File: src/rtl/rrps_pkg.sv
// types and constants shared by the rounded rectangle pixel shader
// no dependencies; compiled before the interfaces and modules
package rrps_pkg;

    localparam int MAX_DIM    = 2048;

    localparam int PIX_W      = 11;
    localparam int DIM_W      = 12;
    localparam int RAD_W      = 11;
    localparam int COLOR_W    = 32;
    localparam int PITCH_W    = 13;
    localparam int ADDR_W     = 24;
    localparam int CFG_IDX_W  = 3;
    localparam int CFG_DATA_W = 32;
    localparam int DIST_W     = 12;
    localparam int SQ_W       = 2 * DIST_W + 1;
    localparam int RSQ_W      = 2 * RAD_W;

    localparam logic [COLOR_W-1:0] DARKEN_MASK = 32'h00FE_FEFE;
    localparam logic [COLOR_W-1:0] TRANSPARENT = 32'h0000_0000;

    localparam logic [CFG_IDX_W-1:0] REG_BOX_WIDTH     = 3'd0;
    localparam logic [CFG_IDX_W-1:0] REG_BOX_HEIGHT    = 3'd1;
    localparam logic [CFG_IDX_W-1:0] REG_CORNER_RADIUS = 3'd2;
    localparam logic [CFG_IDX_W-1:0] REG_BORDER_WIDTH  = 3'd3;
    localparam logic [CFG_IDX_W-1:0] REG_FILL_COLOR    = 3'd4;
    localparam logic [CFG_IDX_W-1:0] REG_EDGE_COLOR    = 3'd5;
    localparam logic [CFG_IDX_W-1:0] REG_PRESSED_MODE  = 3'd6;
    localparam logic [CFG_IDX_W-1:0] REG_ROW_PITCH     = 3'd7;

    typedef struct packed {
        logic [DIM_W-1:0]   box_width;
        logic [DIM_W-1:0]   box_height;
        logic [RAD_W-1:0]   corner_radius;
        logic [RAD_W-1:0]   border_width;
        logic [COLOR_W-1:0] fill_color;
        logic [COLOR_W-1:0] edge_color;
        logic               pressed_mode;
        logic [PITCH_W-1:0] row_pitch;
    } cfg_regs_t;

    typedef struct packed {
        logic              in_box;
        logic              band;
        logic [DIST_W-1:0] dx;
        logic [DIST_W-1:0] dy;
        logic [RAD_W-1:0]  inner_mag;
        logic [PIX_W-1:0]  x;
        logic [PIX_W-1:0]  y;
    } geom_t;

    typedef struct packed {
        logic              in_box;
        logic              band;
        logic [SQ_W-1:0]   d2;
        logic [RSQ_W-1:0]  r2;
        logic [RSQ_W-1:0]  inner2;
        logic [ADDR_W-1:0] prod;
        logic [PIX_W-1:0]  x;
    } sq_t;

endpackage

File: src/rtl/rrps_color_pick.sv
// final corner compares, color choice and address sum
// depends on rrps_pkg
module rrps_color_pick import rrps_pkg::*;
(
    input  cfg_regs_t          cfg,
    input  sq_t                sq,
    output logic [COLOR_W-1:0] pixel_value,
    output logic [ADDR_W-1:0]  pixel_addr
);

    logic [COLOR_W-1:0] fill;
    logic               outside;
    logic               on_arc;

    always_comb
    begin
        fill = cfg.pressed_mode ? ((cfg.fill_color & DARKEN_MASK) >> 1) : cfg.fill_color;

        outside = sq.in_box && (sq.d2 > {3'b000, sq.r2});
        on_arc  = sq.in_box && (cfg.border_width != '0) && (sq.d2 > {3'b000, sq.inner2});

        if (outside)
        begin
            pixel_value = TRANSPARENT;
        end
        else if (on_arc || sq.band)
        begin
            pixel_value = cfg.edge_color;
        end
        else
        begin
            pixel_value = fill;
        end

        pixel_addr = sq.prod + {{(ADDR_W-PIX_W){1'b0}}, sq.x};
    end

endmodule

File: config.mk
export PLATFORM = sky130hd
export DESIGN_NAME = rrps_color_pick
export DESIGN_NICKNAME = d
export VERILOG_FILES = /design/src/rtl/rrps_pkg.sv /design/src/rtl/rrps_color_pick.sv
export SDC_FILE = /design/constraint.sdc
export NUM_CORES = 1
export LEC_CHECK = 0
export ABC_AREA = 0
export CELL_PAD_IN_SITES_DETAIL_PLACEMENT = 2
export CELL_PAD_IN_SITES_GLOBAL_PLACEMENT = 2
export CORE_AREA = 5 5 108 110
export DETAILED_ROUTE_END_ITERATION = 10
export DIE_AREA = 0 0 113 115
export DONT_BUFFER_PORTS = 1
export GPL_ROUTABILITY_DRIVEN = 0
export PLACE_DENSITY_LB_ADDON = 0.25
export SLEW_MARGIN = 20
export SYNTH_ARGS = -nofsm -noshare
export SYNTH_HDL_FRONTEND = slang
export SYNTH_SLANG_ARGS = --single-unit
File: constraint.sdc
create_clock -name vclk -period 3.1
set_input_delay 0.31 -clock vclk [all_inputs]
set_output_delay 0.31 -clock vclk [all_outputs]
set_load 0.005 [all_outputs]
; Word level (Yosys, flattened, before mapping)
; Index checks and enable logic that the tools add are counted.
; W data, S select, Z words.
[totals]
output_inout_bits = 56
ff_bits = 0
word_cells = 11
inputBits = 230
[op_classes]
order_cmp = 2
n_reduce_logical = 5
n_addsub = 1
mux = 3
[ops]
columns = cell, count
row1 = $mux W32, 3
row2 = $gt A25 B22 Y1, 2
row3 = $add A24 B11 Y24, 1
row4 = $reduce_bool A11 Y1, 1
row5 = $logic_and A1 B1 Y1, 3
row6 = $logic_or A1 B1 Y1, 1

; Depth between registers and ports, before layout
; Gate-level depths: netlist of run 1.
[depth]
depth_word = 6
depth_mapped = 10
depth_no_buf = 9

; Least setup slack after synthesis of run 1
; No wires, ideal clock.
[synth_path]
kind = input -> output
start = input port sq[0] (netlist name)
end = output port pixel_addr[12]
n_path_buf = 0
t_required_ns = 2.790
stages = 9
setup_slack_ns = 0.410
t_arrival_ns = 2.380
path_cell_list = ha_1 inv_1 fa_1 nor2b_1 o21a_1 o21ai_0 a2111oi_0 o21ai_0 xnor2_1
[synth_via]
elab_chain_cells = 1
[synth_rtl]
columns = element, line_no
row1 = start: declaration, rrps_color_pick.sv:6  ; input sq_t sq,
row2 = $add A24 B11 Y24, rrps_color_pick.sv:35  ; pixel_addr = sq.prod + {{(ADDR_W-PIX_W){1'b0}}, sq.x};
row3 = end: declaration, rrps_color_pick.sv:8  ; output logic [ADDR_W-1:0] pixel_addr
; Every way passes these cells.

; Worst setup path after layout of run 1
[layout_path]
start = input port sq[77] (netlist name)
end = output port pixel_value[15]
[layout_via]
elab_chain_cells = 3
[layout_rtl]
columns = element, line_no
row1 = $gt A25 B22 Y1, rrps_color_pick.sv:19  ; outside = sq.in_box && (sq.d2 > {3'b000, sq.r2});
row2 = $logic_and A1 B1 Y1, rrps_color_pick.sv:19
row3 = $mux W32, rrps_color_pick.sv:22  ; if (outside)
row4 = end: declaration, rrps_color_pick.sv:7  ; output logic [COLOR_W-1:0] pixel_value,
; Every way passes these cells.

==> out/qor.csv, run 1 <==
metric,value,unit
status,"complete, no violations",
tightest_slew,0.902,ns
p_clk_frac,0,
yosysSeqAreaShare,0,
nFlopsAndLatches,0,
synth_top_area_frac,0.222,
relSlewSlack,0.399,
required,2.79,ns
switching_share,0.569,
ff_latch_area,0,um^2
grt.overflow.total,0,
p_leak,1.40,nW
cpPeakStageDelay,0.55,ns
synth.avg_cell_area,7.40,um^2
yosysMostFrequentCell,ha_1,
cap_violations,0,
pwr-share-comb,1.000,
rsz0062_at_grt,false,
grt_usage,0.165,
avgViaCountPerCell,5.92,
yosys.area.top_type,ha_1,
grt_pass1_vias,3715,
syn_nets,704,
clkbuf_count,0,
die-width,113,um
num_rows,38,
power.internal,0.183,mW
crit_fanout,32,
holdPathStages,1,
hold_path_class,in2out,
cts_hold_buffers,0,
hold_viol,0,
antennaDiodeCount,0,
holdPathEnd,pixel_addr[17],
dpl_cell_area,3190,um^2
seqPwrFrac,0,
setup_viol,0,
yosys-top-cells-count,"ha_1 (55), inv_1 (49), nand3_1 (31)",
die_y,115,um
ys_warn_count,0,
cp.arrival,2.64,ns
max-vdd-ir-drop,0.0660,mV
fin_setup_tns,0,ns
syn_to_final_growth,3.44,%
cp_slowest_cell,or4_1,
end_kind,primary output,
start_util,0.292,
ant_nets,0,
antenna_found_initial,0,
drv_slew,0,
fin_nets,690,
wl_per_cell,21.4,um
crit_type,in2out,
hold_slack,0.686,ns
routed_wl,11.6,mm
drive_above_1_share,0.0846,
initialDrtViolationCount,114,
num-fill-cells,1274,
yosysUniqueCellTypes,48,
route.detailed.drc,0,
core_area,10600,um^2
power.density,133,nW/um^2
hp-start,sq[28],
drtPass1Iterations,4,
grt_max_degree,43,
port_buffers,0,
io_pins,286,
grt_pass1_wl,18.3,mm
finalInstanceArea,3200,um^2
fin_util,0.302,
die_area,13000,um^2
timing.final.crit_period,2.95,ns
hpwlAfterDp,10.2,mm
switching_power,0.241,mW
critPathLaunchType,input pin,
fin_total_pwr,0.425,mW
max_clock_freq,340,MHz
synthCells,418,
synth.area.top_cells,"ha_1 (22%), a211oi_2 (7.7%), mux2i_1 (6.8%)",
vias,3211,
final.period_utilization,0.950,
path_cells,inv_1 -> ha_1 -> nand4_1 -> nor4_1 -> nand3_1 -> or4_1 -> o311a_2 -> a31oi_1,
netlist_area,3090,um^2
==> worst max path at each step <==
stage                 from              end  depth (start not counted)
CTS                 sq[77]   pixel_value[1]                          8
global placement    sq[78]   pixel_value[1]                          8
floorplan            sq[0]   pixel_addr[12]                          9
detailed placement  sq[77]   pixel_value[1]                          8
global route        sq[77]  pixel_value[21]                          8
finish              sq[77]  pixel_value[15]                          8
==> power groups by stage <==
stage               logic (mW)  clock network (mW)  registers (mW)
floorplan                0.355                   0               0
global placement         0.411                   0               0
detailed placement       0.429                   0               0
CTS                      0.433                   0               0
global route             0.481                   0               0
finish                   0.425                   0               0
==> worst max-delay path: cells and delay by family <==
| family | cells | cell delay (ns) |
|---|---|---|
| buffers and inverters | 1 | 0.03 |
| and+or+nand+nor | 4 | 1.20 |
| adders and majority gates | 1 | 0.29 |
| AOI/OAI and AO/OA | 2 | 0.79 |
==> cell families after synthesis <==
| group | count (synthesis) | share of synthesized area |
|---|---|---|
| XOR/XNOR | 21 | 0.0594 |
| buffers and inverters | 70 | 0.102 |
| AO/OA/AOI/OAI | 117 | 0.307 |
| AND/OR/NAND/NOR | 133 | 0.235 |
| multiplexers | 21 | 0.0679 |
| adder cells (fa/ha/maj) | 56 | 0.229 |
==> layout by cell type (no fill, tap or decap), types with 6 or more instances in the layout <==
master and n:
a21oi_1 22, and3_1 6, mux2i_1 21, nand2b_1 15, inv_1 49, nor2_1 29
a211oi_2 20, o311a_1 10, nand2_1 15, or4_1 14, a21o_1 7, o21ai_0 17
nand3_1 31, a31oi_1 10, xnor2_1 20, ha_1 55, nand4_1 7
==> per-stage QoR <==
step / setup WS [ns] / instances
after floorplan: 0.410 / 418
after detailed placement: 0.0995 / 542
after global routing: 0.0137 / 542
after CTS: 0.0899 / 542
after global placement: 0.171 / 542
final: 0.155 / 542
==> area by class of cell <==
class	instances	area (um^2)	share of cell area
Tap cell	140	175	0.0547
Inverter	49	184	0.0575
Multi-Input combinational cell	348	2790	0.872
Timing Repair Buffer	5	50.0	0.0156
==> routing by layer <==
| layer | GRT usage | vias to the layer above | share of wire |
|---|---|---|---|
| met5 | 0 | - | 0 |
| met4 | 0.0136 | 0 | 0.0066 |
| met3 | 0.0532 | 6 | 0.090 |
| met2 | 0.319 | 134 | 0.53 |
| met1 | 0.182 | 1531 | 0.38 |
| li1 | - | 1540 | - |
==> timing repair <==
item | in CTS | in global routing
setup endpoints to repair | 0 | 2
gates resized for setup | 0 | 2
buffers inserted | 0 | 0
Power figures use the tool's default switching activity.
==> inputs of run 2 (changes only) <==
==> constraint.sdc (replaced) <==
create_clock -name vclk -period 3.1
set_input_delay 0 -clock vclk [all_inputs]
set_output_delay 0 -clock vclk [all_outputs]
set_load 0.005 [all_outputs]
==> out/qor.csv, run 2 (synthesized netlist as in run 1, its figures left out) <==
metric,value,unit
hold_viol,0,
port_buffers,0,
crit_type,in2out,
fin_total_pwr,0.416,mW
switching_share,0.569,
grt_pass1_wl,17.6,mm
vias,3183,
cts_setup_buffers,0,
power.internal,0.179,mW
die_area,13000,um^2
wl_per_cell,21.1,um
setup_viol,0,
num_rows,38,
timing.final.crit_period,2.37,ns
layout_common_cells,"ha_1 (55), inv_1 (49), nand3_1 (31)",
max_clock_freq,422,MHz
route.detailed.drc,0,
drv_slew,0,
switching_power,0.237,mW
hold_slack,0.0669,ns
critPathLaunchType,input pin,
p_leak,1.38,nW
seqPwrFrac,0,
antennaDiodeCount,0,
ant_nets,0,
cts_resized,0,
required,3.10,ns
num-fill-cells,1293,
nFlopsAndLatches,0,
max-vdd-ir-drop,0.0662,mV
initialDrtViolationCount,67,
final_common_cell,ha_1,
place_ws,0.701,ns
grt_usage,0.160,
cp.arrival,2.37,ns
die-width,113,um
cpPeakStageDelay,0.49,ns
rsz0062_at_grt,false,
grt_max_degree,43,
final.period_utilization,0.764,
syn_to_final_growth,2.18,%
path_cells,inv_1 -> ha_1 -> or4b_4 -> nor4_4 -> a41oi_4 -> o32ai_4 -> buf_4 -> nor2_1 -> a211oi_2,
pwr-share-comb,1.000,
fin_setup_tns,0,ns
die_y,115,um
hpwlAfterDp,10.0,mm
p_clk_frac,0,
grt_pass1_vias,3510,
power.density,131,nW/um^2
io_pins,286,
fin_nets,688,
avgViaCountPerCell,5.89,
start_util,0.292,
cap_violations,0,
relSlewSlack,0.430,
cts_hold_buffers,0,
cp_slowest_cell,or4b_4,
core_area,10600,um^2
drtPass1Iterations,4,
worst_slack,0.731,ns
hold_path_class,in2out,
crit_fanout,42,
end_kind,primary output,
grt.overflow.total,0,
tightest_slew,0.855,ns
drive_above_1_share,0.0750,
clkbuf_count,0,
antenna_found_initial,0,
status,"complete, no violations",
routed_wl,11.4,mm
ff_latch_area,0,um^2
==> run 2: cell count changes in the layout (fill, tap and decap cells not counted), sizes merged <==
cell | previous run | this run
buf | 5 | 3
==> run 2: critical path, delay by kind of cell <==
family,cells,cell delay [ns]
buffers and inverters,2,0.49
AO/OA/AOI/OAI,3,0.61
adder cells (fa/ha/maj),1,0.28
AND/OR/NAND/NOR,3,0.97
==> run 2: path summary, 6_finish.rpt <==
kind	start	cells after the start	to	slack (ns)
setup / recovery	sq[54]	9	pixel_value[19]	0.73
hold / removal	sq[23]	1	pixel_addr[12]	0.07
==> run 2: through the flow <==
step	area [um^2]	cells	utilization
finish	3160	540	0.298
global route	3160	540	0.298
CTS	3160	540	0.298
detailed placement	3160	540	0.298
global placement	3160	540	0.298
floorplan	3090	418	-
==> run 2: power groups by stage <==
stage	sequential [mW]	clock, mW	combinational (mW)
3_5_place_dp	0	0	0.423
6_report	0	0	0.416
2_1_floorplan	0	0	0.355
4_1_cts	0	0	0.426
5_1_grt	0	0	0.472
3_3_place_gp	0	0	0.407
==> run 2: layout make-up <==
type	count	area, um^2	area share
Multi-Input combinational cell	348	2780	0.879
Tap cell	140	175	0.0554
Inverter	49	184	0.0582
Timing Repair Buffer	3	22.5	0.00712
==> run 2: per-layer routing <==
| metal | global-route usage | wire (um) | up-vias | share of wire |
|---|---|---|---|---|
| li1 | - | - | 1534 | - |
| met1 | 0.175 | 4240 | 1512 | 0.37 |
| met2 | 0.314 | 6000 | 133 | 0.53 |
| met3 | 0.0532 | 1110 | 4 | 0.097 |
| met4 | 0.00481 | 37 | 0 | 0.0033 |
| met5 | 0 | 0 | - | 0 |
