**src/rtl/rrps_pkg.sv**
```systemverilog
// types and constants shared by the rounded rectangle pixel shader
// no dependencies; compiled before the interfaces and modules
package rrps_pkg;

    localparam int MAX_DIM    = 2048;

    localparam int PIX_W      = 11;
    localparam int DIM_W      = 12;
    localparam int RAD_W      = 11;
    localparam int COLOR_W    = 32;
    localparam int PITCH_W    = 13;
    localparam int ADDR_W     = 24;
    localparam int CFG_IDX_W  = 3;
    localparam int CFG_DATA_W = 32;
    localparam int DIST_W     = 12;
    localparam int SQ_W       = 2 * DIST_W + 1;
    localparam int RSQ_W      = 2 * RAD_W;

    localparam logic [COLOR_W-1:0] DARKEN_MASK = 32'h00FE_FEFE;
    localparam logic [COLOR_W-1:0] TRANSPARENT = 32'h0000_0000;

    localparam logic [CFG_IDX_W-1:0] REG_BOX_WIDTH     = 3'd0;
    localparam logic [CFG_IDX_W-1:0] REG_BOX_HEIGHT    = 3'd1;
    localparam logic [CFG_IDX_W-1:0] REG_CORNER_RADIUS = 3'd2;
    localparam logic [CFG_IDX_W-1:0] REG_BORDER_WIDTH  = 3'd3;
    localparam logic [CFG_IDX_W-1:0] REG_FILL_COLOR    = 3'd4;
    localparam logic [CFG_IDX_W-1:0] REG_EDGE_COLOR    = 3'd5;
    localparam logic [CFG_IDX_W-1:0] REG_PRESSED_MODE  = 3'd6;
    localparam logic [CFG_IDX_W-1:0] REG_ROW_PITCH     = 3'd7;

    typedef struct packed {
        logic [DIM_W-1:0]   box_width;
        logic [DIM_W-1:0]   box_height;
        logic [RAD_W-1:0]   corner_radius;
        logic [RAD_W-1:0]   border_width;
        logic [COLOR_W-1:0] fill_color;
        logic [COLOR_W-1:0] edge_color;
        logic               pressed_mode;
        logic [PITCH_W-1:0] row_pitch;
    } cfg_regs_t;

    typedef struct packed {
        logic              in_box;
        logic              band;
        logic [DIST_W-1:0] dx;
        logic [DIST_W-1:0] dy;
        logic [RAD_W-1:0]  inner_mag;
        logic [PIX_W-1:0]  x;
        logic [PIX_W-1:0]  y;
    } geom_t;

    typedef struct packed {
        logic              in_box;
        logic              band;
        logic [SQ_W-1:0]   d2;
        logic [RSQ_W-1:0]  r2;
        logic [RSQ_W-1:0]  inner2;
        logic [ADDR_W-1:0] prod;
        logic [PIX_W-1:0]  x;
    } sq_t;

endpackage

```
**src/rtl/rrps_square_unit.sv**
```systemverilog
// squared distances, squared radii and the row offset product
// depends on rrps_pkg
module rrps_square_unit import rrps_pkg::*;
(
    input  cfg_regs_t cfg,
    input  geom_t     geom,
    output sq_t       sq
);

    logic [2*DIST_W-1:0]        dx2;
    logic [2*DIST_W-1:0]        dy2;
    logic [PIX_W+PITCH_W-1:0]   prod_full;

    always_comb
    begin
        dx2       = geom.dx * geom.dx;
        dy2       = geom.dy * geom.dy;
        prod_full = geom.y * cfg.row_pitch;

        sq.in_box = geom.in_box;
        sq.band   = geom.band;
        sq.d2     = {1'b0, dx2} + {1'b0, dy2};
        sq.r2     = cfg.corner_radius * cfg.corner_radius;
        sq.inner2 = geom.inner_mag * geom.inner_mag;
        sq.prod   = prod_full[ADDR_W-1:0];
        sq.x      = geom.x;
    end

endmodule

```
**config.mk**
```make
export PLATFORM = sky130hd
export DESIGN_NAME = rrps_square_unit
export DESIGN_NICKNAME = d
export VERILOG_FILES = /design/src/rtl/rrps_pkg.sv /design/src/rtl/rrps_square_unit.sv
export SDC_FILE = /design/constraint.sdc
export NUM_CORES = 1
export LEC_CHECK = 0
export BUFFER_PORTS_ARGS = -buffer_cell sky130_fd_sc_hd__buf_2
export CAP_MARGIN = 10
export CORE_MARGIN = 2
export CORE_UTILIZATION = 25
export DETAILED_ROUTE_END_ITERATION = 8
export PLACE_DENSITY = 0.43
export SETUP_SLACK_MARGIN = 0.05
export SLEW_MARGIN = 10
export SYNTH_ARGS = -nofsm -noshare
export SYNTH_HDL_FRONTEND = slang
export SYNTH_SLANG_ARGS = --single-unit
export TNS_END_PERCENT = 1
```
**constraint.sdc**
```tcl
create_clock -name vclk -period 8
set_input_delay 0.8 -clock vclk [all_inputs]
set_output_delay 0.8 -clock vclk [all_outputs]
set_load 0.01 [all_outputs]
```
Yosys cells after proc, flatten, opt, wreduce, memory -nomap -nowiden

Cells that the tools add are included.

Memories kept: 0
Output and inout port bits: 106
Register bits after elaboration: 0
RAM bits: 0
Bits in latches: 0
ROM bits: 0
Logic and storage cells: 6
Input bits: 183

Bitwise operators: 0
Reduce and logical (&&, ||, !) cells: 0
Shift operators: 0
Magnitude comparators: 0
Multiplexer cells: 0
Add/sub/neg operators: 1
Div/mod/pow operators: 0
Multipliers: 5
Equality and inequality tests: 0

Operator list:

| operator                     | number |
|---|---|
| multiplier 12 x 12 -> 24 bit | 2 |
| multiplier 11 x 11 -> 22 bit | 2 |
| adder 24 x 24 -> 25 bit      | 1 |
| multiplier 11 x 13 -> 24 bit | 1 |

Longest topological paths before layout

Gate-level depths: netlist of run 1.

Depth after elaboration: 2
Gate-level depth with buffers: 25
Gate-level depth less buffers: 24

Worst setup path after synthesis of run 1

No wires, ideal clock.

Path kind: input to output
From: input geom[47] (netlist bit)
To: output sq[98] (netlist bit)
Path buffers: 1
Path slack: 761 ps
Arrival: 6439 ps
Cell stages on the path: 22
Data required time: 7200 ps
Cell sequence: clkbuf_1 -> nand2_1 -> fa_1 -> inv_1 -> fa_1 -> inv_1 -> fa_1 -> fa_1 -> inv_1 -> fa_1 -> fa_1 -> inv_1 -> fa_1 -> inv_1 -> ha_1 -> a21oi_1 -> o21ai_0 -> a21oi_1 -> o21ai_1 -> o31ai_1 -> mux2_1 -> nand3_1

RTL lines:

| what        | RTL line              | RTL |
|---|---|---|
| from (decl) | rrps_square_unit.sv:6 | `input geom_t geom,` |
| to (decl)   | rrps_square_unit.sv:7 | `output sq_t sq` |

==> results of run 1 <==
## cells by family after synthesis
group / Yosys count / synth area share (%)
adders and majority gates: 700 / 61.9
buffers and inverters: 673 / 13.4
and+or+nand+nor: 530 / 13.6
AOI/OAI and AO/OA: 206 / 6.74
xor gates and xnor gates: 90 / 4.09
muxes: 5 / 0.279
other: 1 / 0.0194
## worst paths after layout
check | start | to | slack (ps) | cells past startpoint
min | geom[57] | sq[104] | 1600 | 0
max | geom[53] | sq[103] | 330 | 24
## layer usage
layer	vias up	wire [um]
met2	147	21800
li1	6727	-
met4	0	229
met3	12	905
met1	6999	20400
met5	-	0
## critical path, cell delays in order
cell	delay (ps)
buf_2	230
and2_1	200
inv_1	60
fa_1	500
inv_1	50
fa_1	490
inv_1	50
fa_1	530
inv_1	50
fa_1	470
fa_1	500
fa_1	510
inv_1	60
fa_1	480
inv_1	40
ha_1	350
o21ai_0	120
a22oi_1	290
o21ai_4	140
o21ai_4	250
o21ai_1	120
a32oi_1	250
xnor2_1	140
buf_2	150
## area by class of cell
class	count	area (um2)	share of cell area (%)
diodes	1	2.50	0.0118
inverters	579	2170	10.3
multi-input cells	1535	16800	79.3
well taps	1030	1290	6.10
repair buffers	173	901	4.27
## through the flow
| step | std cells | worst slack (ps) | util [%] | hold slack (ps) | instance area (um2) |
|---|---|---|---|---|---|
| 6_report | 3318 | 335 | 27.7 | 1600 | 21100 |
| 5_1_grt | 3318 | 15.0 | 27.7 | 1600 | 21100 |
| 4_1_cts | 3317 | 151 | 27.7 | 1600 | 21100 |
| 3_5_place_dp | 3317 | 169 | 27.7 | 1600 | 21100 |
| 3_3_place_gp | 3317 | 169 | 27.7 | 1600 | 21100 |
| 2_1_floorplan | 2208 | 761 | - | 1650 | 19300 |
## cells in the mapped netlist, drive strengths merged (2+ instances only)
library cell    n
a211oi         10
mux2            3
o21bai          9
mux2i           2
a31o            2
nor4            2
o311ai          2
xor2           32
clkbuf         76
o31ai           2
or2             5
or3             3
nor2b          20
a21oi          72
a31oi           6
nand4           2
buf            18
xnor2          58
nand2b         12
o21a           12
o211a           3
nor3            7
a211o           2
nor2           45
o41ai           2
inv           579
ha            276
a21o           27
o22ai           3
nand3          13
and4            4
and2          176
and3            6
fa            424
o211ai          5
o21ai          38
nand2         234
a21boi          2
==> flow_summary_export.csv, run 1 <==
group,metric,value,unit
outcome,status,"finished, final reports clean",
final_layout,final_common_cell,"inv_1",
global_route,grt_usage,11.3,%
global_route,met1_usage,15.7,%
timing,slew_viol_final,0,
yosys,yosys.area.top_type,"fa_1",
global_route,grt_pass1_vias,15174,
final_layout,layout.nets,3172,
drt,ant_nets,0,
worst_setup_path,crit_path_end_kind,"primary output",
final_layout,seq_cell_count,0,
job,max_cap_viol_count,0,
cts,post_cts_buffers,0,
placement,numPortBuffers,161,
timing,final.min_clock_period,7670,ps
yosys,syn_area_per_cell,8.75,um2
final_layout,area_growth,9.46,%
timing,rsz0062_at_grt,"true",
timing,setup-tns-final,0,ps
global_route,use_met2,20.4,%
worst_setup_path,start_kind,"input pin",
final_layout,drive_above_1_share,8.31,%
global_route,grt_pass1_wl,75000,um
worst_setup_path,critPathRequiredTime,7200,ps
cts,post_cts_resized,0,
min_path,holdCritPathClass,"in -> out",
worst_setup_path,path_class,"in -> out",
floorplan,fp-row-count,101,
drt,first_pass_iters,5,
timing,fmax,0.130,GHz
placement,place_congestion,0.836,
timing,maxSlewHeadroom,53.0,%
cts,hold_buffers,0,
yosys,synth.distinct_cells,56,
worst_setup_path,path_max_fanout,11,
global_route,antenna_found_initial,1,
yosys,ys_top_cells_by_area,"fa_1 (44%), ha_1 (18%), inv_1 (11%)",
yosys,synth_seq_area_share,0,%
yosys,yosysTopAreaCellShare,44.0,%
drt,wl_per_cell,13.0,um
floorplan,die_h,282,um
drt,drtIter0Drc,418,
global_route,grt_max_degree,15,
floorplan,core_area,76200,um2
drt,vias_per_cell,4.18,
timing,setup_viol,0,
timing,worst_slew_pin_slew,700,ps
floorplan,die-area,79400,um2
timing,hold_viol,0,
yosys,ys_warn_count,0,
yosys,synthCells,2205,
global_route,use_met3,0.348,%
placement,dp_hpwl,39500,um
drt,post-route-drc-count,0,
floorplan,die_x,282,um
worst_setup_path,worstPathArrival,6870,ps
floorplan,start_util,25.3,%
global_route,grt-busiest-layer,"met2",
yosys,netlist_area,19300,um2
drt,finalWirelength,43300,um
final_layout,nFillCells,8355,
final_layout,regArea,0,um2
global_route,grt_overflow,0,
final_layout,clkbuf_count,0,
timing,fin_crit_sh,95.8,%
floorplan,io_pins,289,
drt,vias,13885,
final_layout,layout_common_cells,"inv_1 (579), fa_1 (424), ha_1 (276)",
Power of run 1 is not shown: default switching activity piles up to over one toggle a cycle in this logic, so the estimate is an artifact.
==> inputs of run 2 (changes only) <==
--- a/config.mk
+++ b/config.mk
@@ -8,9 +8,9 @@
 export BUFFER_PORTS_ARGS = -buffer_cell sky130_fd_sc_hd__buf_2
 export CAP_MARGIN = 10
 export CORE_MARGIN = 2
-export CORE_UTILIZATION = 25
+export CORE_UTILIZATION = 62
 export DETAILED_ROUTE_END_ITERATION = 8
-export PLACE_DENSITY = 0.43
+export PLACE_DENSITY = 0.88
 export SETUP_SLACK_MARGIN = 0.05
 export SLEW_MARGIN = 10
 export SYNTH_ARGS = -nofsm -noshare
==> flow_summary_export.csv, run 2 (synthesized netlist as in run 1, its figures left out) <==
group,metric,value,unit
drt,vias,14427,
drt,wl_per_cell,14.7,um
worst_setup_path,path_cells,"clkbuf_4 > and2_1 > inv_1 > fa_1 > inv_1 > fa_1 > inv_1 > fa_1 > inv_1 > fa_1 > fa_1 > fa_1 > inv_1 > fa_1 > inv_1 > ha_1 > a211oi_1 > nand2_1 > o21ai_1 > o21ai_2 > a21o_1 > a21oi_1 > xnor2_1 > buf_2",
final_layout,drive_above_1_share,7.98,%
global_route,antenna_found_initial,0,
timing,worst_slew_pin_slew,593,ps
worst_setup_path,critPathMaxStageDelay,530,ps
cts,hold_buffers,0,
worst_setup_path,path_max_fanout,12,
final_layout,layout.nets,3166,
floorplan,die_x,180,um
min_path,holdCritPathClass,"in -> out",
final_layout,nFillCells,2365,
outcome,status,"finished, final reports clean",
final_layout,area_growth,5.04,%
floorplan,core_area,30600,um2
placement,dpl-instance-area,20200,um2
global_route,grt_overflow,0,
floorplan,io_pins,289,
global_route,grt_max_degree,15,
worst_setup_path,slowest_stage,"fa_1",
final_layout,final_common_cell,"inv_1",
timing,fin_crit_sh,95.6,%
timing,rsz0062_at_grt,"true",
timing,final.min_clock_period,7650,ps
final_layout,multiInputGateArea,16700,um2
drt,finalWirelength,39400,um
global_route,grt_pass1_wl,70200,um
worst_setup_path,crit_path_end_kind,"primary output",
final_layout,clkbuf_count,0,
floorplan,die-area,32500,um2
drt,vias_per_cell,5.39,
final_layout,layout_common_cells,"inv_1 (579), fa_1 (424), ha_1 (276)",
placement,place_congestion,0.890,
final_layout,final_cell_area,20300,um2
placement,numPortBuffers,161,
global_route,grt_usage,25.5,%
timing,setup_viol,0,
floorplan,fp-row-count,64,
drt,ant_nets,0,
floorplan,die_h,180,um
floorplan,start_util,63.1,%
timing,setup-tns-final,0,ps
job,max_cap_viol_count,0,
final_layout,fin_util,66.3,%
final_layout,regArea,0,um2
worst_setup_path,path_delay_family,"adder cells",
placement,dp_hpwl,35200,um
worst_setup_path,critPathRequiredTime,7200,ps
worst_setup_path,cp.buffers_inverters,8,
global_route,grt_pass1_vias,15827,
timing,hold_viol,0,
worst_setup_path,path_class,"in -> out",
drt,post-route-drc-count,0,
drt,drtIter0Drc,754,
worst_setup_path,crit_top_cell,"fa_1",
timing,fmax,0.131,GHz
final_layout,seq_cell_count,0,
drt,first_pass_iters,6,
timing,whs,1600,ps
worst_setup_path,worstPathArrival,6850,ps
final_layout,num_antenna_cells,0,
timing,maxSlewHeadroom,60.3,%
timing,slew_viol_final,0,
worst_setup_path,start_kind,"input pin",
## run 2: cell types whose count changed in the layout (fill, tap and decap cells not counted), sizes merged
cell / change
diode: -1
buf: -6
## run 2: final cells by class
class | instances | area share, %
Tap cell | 396 | 2.44
Inverter | 579 | 10.7
Multi-Input combinational cell | 1535 | 82.6
Timing Repair Buffer | 167 | 4.22
## run 2: timing repair
item / CTS / global route
gates resized for setup: 0 / 7
buffers inserted: 0 / 1
endpoints found under the setup margin: 0 / 8
## run 2: final timing paths
| check | from | end | slack [ps] | depth (start not counted) |
|---|---|---|---|---|
| setup / recovery | geom[49] | sq[97] | 350 | 24 |
| hold / removal | geom[11] | sq[0] | 1600 | 0 |
## run 2: metrics by stage
stage | cells | setup slack (ps)
global route | 2677 | 2.71
detailed placement | 2676 | 199
finish | 2677 | 352
CTS | 2676 | 188
global placement | 2676 | 332
floorplan | 2208 | 761
## run 2: per-layer routing
| layer | vias to the layer above | global-route usage [%] | part of all wire [%] |
|---|---|---|---|
| met5 | - | 0 | 0 |
| met4 | 0 | 5.61 | 2.0 |
| met3 | 71 | 2.51 | 6.1 |
| met2 | 445 | 46.2 | 52 |
| met1 | 7199 | 33.1 | 40 |
| li1 | 6712 | - | - |
Power of run 2 is left out for the same reason.
