--- src/rtl/rrps_pkg.sv ---
// types and constants shared by the rounded rectangle pixel shader
// no dependencies; compiled before the interfaces and modules
package rrps_pkg;

    localparam int MAX_DIM    = 2048;

    localparam int PIX_W      = 11;
    localparam int DIM_W      = 12;
    localparam int RAD_W      = 11;
    localparam int COLOR_W    = 32;
    localparam int PITCH_W    = 13;
    localparam int ADDR_W     = 24;
    localparam int CFG_IDX_W  = 3;
    localparam int CFG_DATA_W = 32;
    localparam int DIST_W     = 12;
    localparam int SQ_W       = 2 * DIST_W + 1;
    localparam int RSQ_W      = 2 * RAD_W;

    localparam logic [COLOR_W-1:0] DARKEN_MASK = 32'h00FE_FEFE;
    localparam logic [COLOR_W-1:0] TRANSPARENT = 32'h0000_0000;

    localparam logic [CFG_IDX_W-1:0] REG_BOX_WIDTH     = 3'd0;
    localparam logic [CFG_IDX_W-1:0] REG_BOX_HEIGHT    = 3'd1;
    localparam logic [CFG_IDX_W-1:0] REG_CORNER_RADIUS = 3'd2;
    localparam logic [CFG_IDX_W-1:0] REG_BORDER_WIDTH  = 3'd3;
    localparam logic [CFG_IDX_W-1:0] REG_FILL_COLOR    = 3'd4;
    localparam logic [CFG_IDX_W-1:0] REG_EDGE_COLOR    = 3'd5;
    localparam logic [CFG_IDX_W-1:0] REG_PRESSED_MODE  = 3'd6;
    localparam logic [CFG_IDX_W-1:0] REG_ROW_PITCH     = 3'd7;

    typedef struct packed {
        logic [DIM_W-1:0]   box_width;
        logic [DIM_W-1:0]   box_height;
        logic [RAD_W-1:0]   corner_radius;
        logic [RAD_W-1:0]   border_width;
        logic [COLOR_W-1:0] fill_color;
        logic [COLOR_W-1:0] edge_color;
        logic               pressed_mode;
        logic [PITCH_W-1:0] row_pitch;
    } cfg_regs_t;

    typedef struct packed {
        logic              in_box;
        logic              band;
        logic [DIST_W-1:0] dx;
        logic [DIST_W-1:0] dy;
        logic [RAD_W-1:0]  inner_mag;
        logic [PIX_W-1:0]  x;
        logic [PIX_W-1:0]  y;
    } geom_t;

    typedef struct packed {
        logic              in_box;
        logic              band;
        logic [SQ_W-1:0]   d2;
        logic [RSQ_W-1:0]  r2;
        logic [RSQ_W-1:0]  inner2;
        logic [ADDR_W-1:0] prod;
        logic [PIX_W-1:0]  x;
    } sq_t;

endpackage

--- src/rtl/rrps_corner_sel.sv ---
// corner box selection, corner distances and straight border band test
// depends on rrps_pkg
module rrps_corner_sel import rrps_pkg::*;
(
    input  cfg_regs_t        cfg,
    input  logic [PIX_W-1:0] x,
    input  logic [PIX_W-1:0] y,
    output geom_t            geom
);

    logic [DIM_W:0]    x_ext;
    logic [DIM_W:0]    y_ext;
    logic [DIM_W:0]    r_ext;
    logic [DIM_W:0]    b_ext;
    logic              xl;
    logic              xr;
    logic              yt;
    logic              yb;
    logic [DIM_W:0]    dx_left;
    logic [DIM_W:0]    dx_right;
    logic [DIM_W:0]    dy_top;
    logic [DIM_W:0]    dy_bot;
    logic              near_edge;

    always_comb
    begin
        x_ext = {2'b00, x};
        y_ext = {2'b00, y};
        r_ext = {2'b00, cfg.corner_radius};
        b_ext = {2'b00, cfg.border_width};

        xl = x_ext < r_ext;
        xr = (x_ext + r_ext) >= {1'b0, cfg.box_width};
        yt = y_ext < r_ext;
        yb = (y_ext + r_ext) >= {1'b0, cfg.box_height};

        // far-edge distances are only used where they come out positive
        dx_left  = r_ext - x_ext;
        dx_right = x_ext + r_ext + 13'd1 - {1'b0, cfg.box_width};
        dy_top   = r_ext - y_ext;
        dy_bot   = y_ext + r_ext + 13'd1 - {1'b0, cfg.box_height};

        geom.in_box = (cfg.corner_radius != '0) && (xl || xr) && (yt || yb);
        geom.dx     = xl ? dx_left[DIST_W-1:0] : dx_right[DIST_W-1:0];
        geom.dy     = yt ? dy_top[DIST_W-1:0] : dy_bot[DIST_W-1:0];

        geom.inner_mag = (cfg.corner_radius >= cfg.border_width)
                       ? cfg.corner_radius - cfg.border_width
                       : cfg.border_width - cfg.corner_radius;

        // min(x, y, w-1-x, h-1-y) < b, written as four compares
        near_edge = (x_ext < b_ext) || (y_ext < b_ext)
                 || ({1'b0, cfg.box_width} <= (b_ext + x_ext))
                 || ({1'b0, cfg.box_height} <= (b_ext + y_ext));
        geom.band = (cfg.border_width != '0) && near_edge;

        geom.x = x;
        geom.y = y;
    end

endmodule

--- config.mk ---
export PLATFORM = sky130hd
export DESIGN_NAME = rrps_corner_sel
export DESIGN_NICKNAME = d
export VERILOG_FILES = /design/src/rtl/rrps_pkg.sv /design/src/rtl/rrps_corner_sel.sv
export SDC_FILE = /design/constraint.sdc
export NUM_CORES = 1
export LEC_CHECK = 0
export ABC_CLOCK_PERIOD_IN_PS = 7500
export BUFFER_PORTS_ARGS = -buffer_cell sky130_fd_sc_hd__buf_2
export CAP_MARGIN = 10
export CELL_PAD_IN_SITES_DETAIL_PLACEMENT = 1
export CELL_PAD_IN_SITES_GLOBAL_PLACEMENT = 2
export CORE_MARGIN = 2
export CORE_UTILIZATION = 33
export DETAILED_ROUTE_END_ITERATION = 10
export PLACE_DENSITY = 0.95
export SYNTH_ARGS = -nofsm -noshare
export SYNTH_HDL_FRONTEND = slang
export SYNTH_SLANG_ARGS = --single-unit
--- constraint.sdc ---
create_clock -name vclk -period 7.5
set_input_delay 1.5 -clock vclk [all_inputs]
set_output_delay 1.5 -clock vclk [all_outputs]
set_load 0.005 [all_outputs]
# --- Word level (Yosys, flattened, before mapping) ---
# Cells that the tools add are included.
# Widths: inputs -> output; s select.
op_classes:
  multipliers: 0
  div: 0
  magnitude_cmp: 9
  muxes: 3
  n_reduce_logical: 10
  eq_ne: 0
  n_shift: 0
  add_sub_neg: 12
  bitwise: 0
ops:
  columns: ["operator", "count"]
  rows:
  - ["$add 11x11->12", 4]
  - ["$lt 11x11->1", 4]
  - ["$ge 13x12->1", 2]
  - ["$add 12x1->12 const B", 2]
  - ["$le 12x12->1", 2]
  - ["$mux 12", 2]
  - ["$sub 11x11->12", 2]
  - ["$sub 12x12->12", 2]
  - ["$reduce_bool 11->1", 2]
  - ["$sub 11x11->11", 2]
  - ["$ge 11x11->1", 1]
  - ["$mux 11", 1]
  - ["$logic_or 1x1->1", 5]
  - ["$logic_and 1x1->1", 3]
word_totals:
  n_memories: 0
  mem_bits_rw: 0
  latchBits: 0
  romBits: 0
  ff_bits: 0
  in_bits: 146
  output_inout_bits: 59

# --- Longest topological paths before layout ---
# Gate-level depths: netlist of run 1.
logic_depth:
  depth_word: 5
  ltp_mapped: 17
  depth_no_buf: 16

# --- Least setup slack after synthesis of run 1 ---
# No wires, ideal clock.
synth_path:
  path_type: "input port to output port"
  start: "in x[2]"
  end: "out geom[55] in the netlist's numbering"
  n_path_buf: 1
  path_slack_ns: 1.390
  t_arrival_ns: 4.610
  stages: 17
  path_cell_list: "inv_1 -> ha_1 -> buf_2 -> inv_1 -> o21a_1 -> o21bai_1 -> a221oi_1 -> a21oi_1 -> xnor2_1 -> ha_1 -> ha_1 -> a2111oi_0 -> o211ai_1 -> a32o_1 -> a21oi_1 -> xnor2_1 -> mux2i_1"
synth_lines:
  columns: ["item", "line", "rtl"]
  rows:
  - ["start: declaration", "rrps_corner_sel.sv:6", "input logic [PIX_W-1:0] x,"]
  - ["end: declaration", "rrps_corner_sel.sv:8", "output geom_t geom"]

==> results by group, run 1 <==
Status
  – Status: finished clean

Routing
  – Initial DRT Pass Iterations: 5
  – Avg WL per Cell: 18.80 um
  – WL final: 25250 um
  – Vias per cell: 5.476
  – Iter 0 DRT Violations: 378
  – Detail Route Antenna Nets: 0
  – Routed via count: 7354
  – Drt drc: 0

Power and ir drop
  – P_sw: 575.1 uW
  – Internal: 448.0 uW
  – Leakage: 0.004035 uW
  – Logic pwr share: 100.0%
  – Max VDD drop: 0.03326 mV
  – Clock power frac: 0%
  – Total Power: 1023 uW
  – Part of the power in registers: 0%
  – Switch share: 56.21%
  – Pwr/cell area: 127.5 mW/mm^2

Setup path
  – Critical path type: in -> out
  – Crit path buf inv count: 3
  – Critical-path cell list: buf_2, inv_1, ha_1, nor2b_1, o21a_1, o21bai_1, a221oi_1, a21oi_1, xnor2_1, ha_1, ha_1, a2111oi_0, o211ai_1, a32o_1, a21oi_1, xnor2_1, mux2i_1, buf_2
  – Crit path capture type: output pin
  – Slowest CP cell: a221oi_1
  – Worst Setup Start Kind: primary input
  – CP peak stage delay: 530 ps
  – WP data required: 6000 ps
  – Critical Path Most Common Cell: ha_1
  – Critical Path AT: 5580 ps
  – Critical Path Fanout Max: 7
  – Kind of cell adding the most delay to the critical path: compound AO/OA/AOI/OAI gates

Cells and area
  – Layout cell share with drive strength beyond 1: 13.64%
  – Area occupied by multi-input gates: 0.006544 sq mm
  – Final #Nets: 1409
  – Fill cells: 2815
  – Non-filler cells, final: 1343
  – Seq cells: 0
  – Antenna cells: 0
  – Area grow syn2layout: 9.885%
  – Sequential Area: 0 sq um
  – CLK BUF: 0

Timing
  – Setup TNS: 0 ps
  – Worst Slack Setup Final: 415.7 ps
  – Final worst-path cycle share: 94.46%
  – Period minus WS final: 7084 ps
  – RSZ-0062 raised after global routing: no
  – Max_slew headroom: 39.99%
  – FMAX: 0.1412 GHz
  – # setup viols final: 0
  – Worst hold slack: 3265 ps
  – Fin. max-slew vios: 0
  – Fin. Hold Viols: 0
  – Worst-Margin Slew: 900.2 ps

Clock tree
  – Cts hold-fix bufs: 0
  – Post-CTS setup buffer count: 0
  – Cts repair resizes: 0

Global routing
  – Global-route wire length before repair: 40140 um
  – Initial antenna violation count: 0
  – Largest net degree at the start of global routing: 16
  – Vias in the first global route: 7661
  – All-Layer GR Usage: 20.92%
  – Total grt overflow: 0

Place
  – Pre-CTS setup slack: 463.0 ps
  – Placed insts: 1343
  – Post-DP HPWL: 21990 um
  – I/O Buffers: 127
  – GPL Wtd Cong: 0.9424

Logic synthesis
  – Mapped Nets: 1323
  – Synth Area in Simple Gates: 17.90%
  – Synthesized area: 0.007303 sq mm
  – Seq/Total Area, Yosys: 0%
  – Synth Instances: 979
  – Adder and majority gate portion of the synthesized area: 35.77%
  – Synth unique cells: 74
  – Xor/xnor cell area share of the yosys netlist: 7.555%
  – Mux share of post-synthesis cell area: 3.392%
  – Average size of a mapped cell: 7.460 sq um
  – Largest family of logic cells by synthesized area: adder cells
  – Compound-cell area share of the yosys netlist: 24.98%
  – Yosys warns: 0

Job
  – Max-Cap Viols: 0

Die
  – Io pins: 205
  – Die ar.: 0.02334 sq mm
  – Die Wd: 152.8 um
  – Die height: 152.8 um
  – Row count: 54
  – Core Region: 0.02176 sq mm
  – Initial Util: 33.57%

Hold path
  – Worst hold path type: in -> out
  – Hold_sp: y[0]
  – Min-Delay Path Depth: 2
  – Hold Path End: geom[0]
==> logic make-up after synthesis <==
logic type	count (synthesis)
fa+ha+maj	198
mux	24
xor+xnor	63
simple gates	256
buf+inv	171
compound gates	267
==> cells in the mapped netlist, drive strengths merged (3+ instances only) <==
cell type	count	area (sq um)
a2111oi	10	91.34
a211o	3	26.28
a211oi	22	165.2
a21o	17	127.6
a21oi	68	340.3
a221o	4	40.04
a221oi	4	35.03
a31oi	6	37.54
and2	6	37.54
and3	7	48.80
buf	38	260.3
clkbuf	9	33.78
fa	18	360.4
ha	180	2252
inv	123	461.7
mux2	6	67.56
mux2i	18	180.2
nand2	43	161.4
nand2b	17	106.4
nand3	14	70.07
nand4	12	75.07
nor2	69	259.0
nor2b	22	137.6
nor3	30	160.2
nor3b	4	30.03
nor4	13	81.33
o211ai	9	67.56
o21a	15	112.6
o21ai	44	224.0
o21bai	14	105.1
o22ai	4	31.28
o311ai	7	61.31
o31a	5	43.79
o31ai	6	45.04
o41ai	4	35.03
or2	3	18.77
or3	6	37.54
or4	3	22.52
xnor2	39	341.6
xor2	24	210.2
==> area by class of cell <==
type	instances	share of cell area [%]
Timing Repair Buffer	131	8.294
Tap cell	280	4.365
Inverter	124	5.800
Multi-Input combinational cell	808	81.54
==> per-stage QoR <==
| stage | utilization, % | instance area [sq um] |
|---|---|---|
| 3_5_place_dp | 36.89 | 8025 |
| 2_1_floorplan | - | 7303 |
| 3_3_place_gp | 36.89 | 8025 |
| 6_report | 36.89 | 8025 |
| 4_1_cts | 36.89 | 8025 |
| 5_1_grt | 36.89 | 8025 |
==> how the worst max path moves through the flow <==
stage,start,to,slack [ps],cells past startpoint
after floorplan,x[2],geom[55],1390,17
after global placement,x[1],geom[55],560,18
after detailed placement,x[1],geom[55],460,18
after CTS,x[1],geom[55],420,18
after global routing,x[1],geom[55],130,18
final,x[1],geom[55],420,18
==> per-layer routing <==
metal	part of all wire, %	GRT usage [%]	routed length, um	vias to the layer above
met4	2.9	5.026	731	0
met3	3.1	0.9954	775	34
met1	47	27.40	11750	3519
met5	0	0	0	-
li1	-	-	-	3648
met2	47	37.71	11990	153
==> cell usage in the layout, fill, tap and decap left out, drive strengths merged, types with 3 or more instances in the layout <==
cell	instances
nor2	69
nor2b	22
o21bai	14
buf	131
xnor2	39
a221oi	4
o22ai	4
a21oi	68
o311ai	7
mux2i	18
a221o	4
mux2	6
nor4	13
fa	18
o211ai	9
nor3	30
a2111oi	10
nand2	43
or4	3
and2	6
a211oi	22
nor3b	4
nand2b	17
o41ai	4
nand3	14
a211o	3
a21o	17
nand4	12
o31a	5
or2	3
inv	123
o31ai	6
ha	180
o21a	15
and3	7
xor2	24
or3	6
a31oi	6
o21ai	44
==> power groups by stage <==
stage / Sequential [uW] / Clock, uW / Combinational [uW]
after detailed placement: 0 / 0 / 1020
after global routing: 0 / 0 / 1150
after global placement: 0 / 0 / 994
after floorplan: 0 / 0 / 710
final: 0 / 0 / 1020
after CTS: 0 / 0 / 1030
No activity file was read; power rests on OpenSTA's default activity.
==> run 2: changes to the inputs <==
- RECOVER_POWER: not set -> 25
==> run 2 against run 1 <==
  * Die area did not move
  * First-iteration DRC count fell by 4.0%
  * Sequential share of layout area did not move
  * Via count fell by 0.18%
  * Worst setup slack improved by 9.6 ps
  * Maximum frequency rose by 0.14%
  * Combinational power barely moved
  * Largest cell class unchanged
==> results by group, run 2 (synthesis results as in run 1) <==
Status
  – Status: finished clean (unchanged)

Timing
  – # setup viols final: 0 (unchanged)
  – RSZ-0062 raised after global routing: no (unchanged)
  – FMAX: 0.1413 GHz (was 0.1412 GHz)
  – Fin. max-slew vios: 0 (unchanged)
  – Fin. Hold Viols: 0 (unchanged)
  – Worst-Margin Slew: 904.0 ps (was 900.2 ps)
  – Period minus WS final: 7075 ps (was 7084 ps)
  – Max_slew headroom: 39.74% (was 39.99%)
  – Final worst-path cycle share: 94.33% (was 94.46%)
  – Setup TNS: 0 ps (unchanged)

Hold path
  – Hold Path End: geom[13] (was geom[0])
  – Min-Delay Path Depth: 2 (unchanged)
  – Hold_sp: x[2] (was y[0])
  – Worst hold path type: in -> out (unchanged)

Global routing
  – Vias in the first global route: 7661 (unchanged)
  – Global-route wire length before repair: 40140 um (unchanged)
  – Total grt overflow: 0 (unchanged)
  – All-Layer GR Usage: 20.92% (unchanged)
  – Initial antenna violation count: 0 (unchanged)
  – Largest net degree at the start of global routing: 16 (unchanged)

Clock tree
  – Post-CTS setup buffer count: 0 (unchanged)
  – Cts repair resizes: 0 (unchanged)
  – Cts hold-fix bufs: 0 (unchanged)

Die
  – Core Region: 0.02176 sq mm (unchanged)
  – Row count: 54 (unchanged)
  – Die ar.: 0.02334 sq mm (unchanged)
  – Die height: 152.8 um (unchanged)
  – Initial Util: 33.57% (unchanged)
  – Io pins: 205 (unchanged)
  – Die Wd: 152.8 um (unchanged)

Cells and area
  – Layout cell share with drive strength beyond 1: 12.42% (was 13.64%)
  – CLK BUF: 0 (unchanged)
  – Area grow syn2layout: 9.662% (was 9.885%)
  – Commonest non-fill, non-tap cells in the layout: ha_1 (180), inv_1 (123), buf_2 (114), nor2_1 (69), a21oi_1 (68) (was ha_1 (180), buf_2 (127), inv_1 (123), nor2_1 (69), a21oi_1 (68))
  – Commonest non-fill, non-tap cell in the layout: ha_1 (unchanged)
  – Antenna cells: 0 (unchanged)
  – Seq cells: 0 (unchanged)
  – Final #Nets: 1409 (unchanged)
  – Sequential Area: 0 sq um (unchanged)
  – Post-route cell area: 0.008009 sq mm (was 0.008025 sq mm)

Power and ir drop
  – Internal: 447.0 uW (was 448.0 uW)
  – Logic pwr share: 100.0% (about the same)
  – Part of the power in registers: 0% (about the same)
  – Clock power frac: 0% (about the same)
  – Switch share: 56.29% (was 56.21%)
  – P_sw: 575.5 uW (was 575.1 uW)
  – Pwr/cell area: 127.7 mW/mm^2 (was 127.5 mW/mm^2)
  – Max VDD drop: 0.03320 mV (was 0.03326 mV)
  – Leakage: 0.004000 uW (was 0.004035 uW)

Routing
  – Avg WL per Cell: 18.86 um (was 18.80 um)
  – Vias per cell: 5.466 (was 5.476)
  – Detail Route Antenna Nets: 0 (unchanged)
  – WL final: 25330 um (was 25250 um)
  – Routed via count: 7341 (was 7354)
  – Initial DRT Pass Iterations: 5 (unchanged)
  – Iter 0 DRT Violations: 363 (was 378)
  – Drt drc: 0 (unchanged)

Setup path
  – Critical-path cell list: buf_2, inv_1, ha_1, nor2b_1, o21a_1, o21bai_1, a221oi_1, a21oi_1, xnor2_1, ha_1, ha_1, a2111oi_0, o211ai_1, a32o_1, a21oi_1, xnor2_1, mux2i_1, buf_2 (unchanged)
  – Crit path capture type: output pin (unchanged)
  – Crit path buf inv count: 3 (unchanged)
  – Slowest CP cell: a221oi_1 (unchanged)
  – Critical Path AT: 5570 ps (was 5580 ps)
  – Critical path type: in -> out (unchanged)
  – WP data required: 6000 ps (about the same)
  – CP peak stage delay: 510 ps (was 530 ps)
  – Critical Path Fanout Max: 7 (unchanged)
  – Worst Setup Start Kind: primary input (unchanged)
  – Critical Path Most Common Cell: ha_1 (unchanged)
  – CP Depth: 18 (unchanged)
  – Worst Setup SP: x[1] (unchanged)
  – Kind of cell adding the most delay to the critical path: compound AO/OA/AOI/OAI gates (unchanged)

Place
  – GPL Wtd Cong: 0.9424 (unchanged)
  – Placed cell areas: 0.008025 sq mm (unchanged)
  – I/O Buffers: 127 (unchanged)
  – Post-DP HPWL: 21990 um (unchanged)

Job
  – Max-Cap Viols: 0 (unchanged)
## run 2: per-stage QoR
stage                     util, %  setup WS, ps  hold WS (ps)  cells  power, uW
after global routing        36.81         125.5          3297   1343       1148
after floorplan                 -          1390          3081    979      709.7
after CTS                   36.89         422.7          3267   1343       1030
after detailed placement    36.89         463.0          3265   1343       1022
after global placement      36.89         556.2          3263   1343      993.7
final                       36.81         425.3          3288   1343       1023
## run 2: layer usage
metal	track usage, %	up-vias	wire [um]
met5	0	-	0
met2	37.71	144	12100
met1	27.40	3517	11730
met3	0.9954	32	822
li1	-	3648	-
met4	5.026	0	680
## run 2: layout make-up
cell class	instances	area [sq um]
multi-input combinational	808	6544
timing repair buffer	131	649.4
tap	280	350.3
fill	2820	13750
inverter	124	465.4
## run 2: worst max-delay path by stage
stage	endpoint	slack, ps
finish	geom[55]	430
global route	geom[55]	130
CTS	geom[55]	420
detailed placement	geom[55]	460
global placement	geom[55]	560
floorplan	geom[55]	1390
## run 2: power by group through the flow
stage / logic (uW) / registers [uW] / clock network [uW]
finish: 1020 / 0 / 0
floorplan: 710 / 0 / 0
CTS: 1030 / 0 / 0
global route: 1150 / 0 / 0
detailed placement: 1020 / 0 / 0
global placement: 994 / 0 / 0
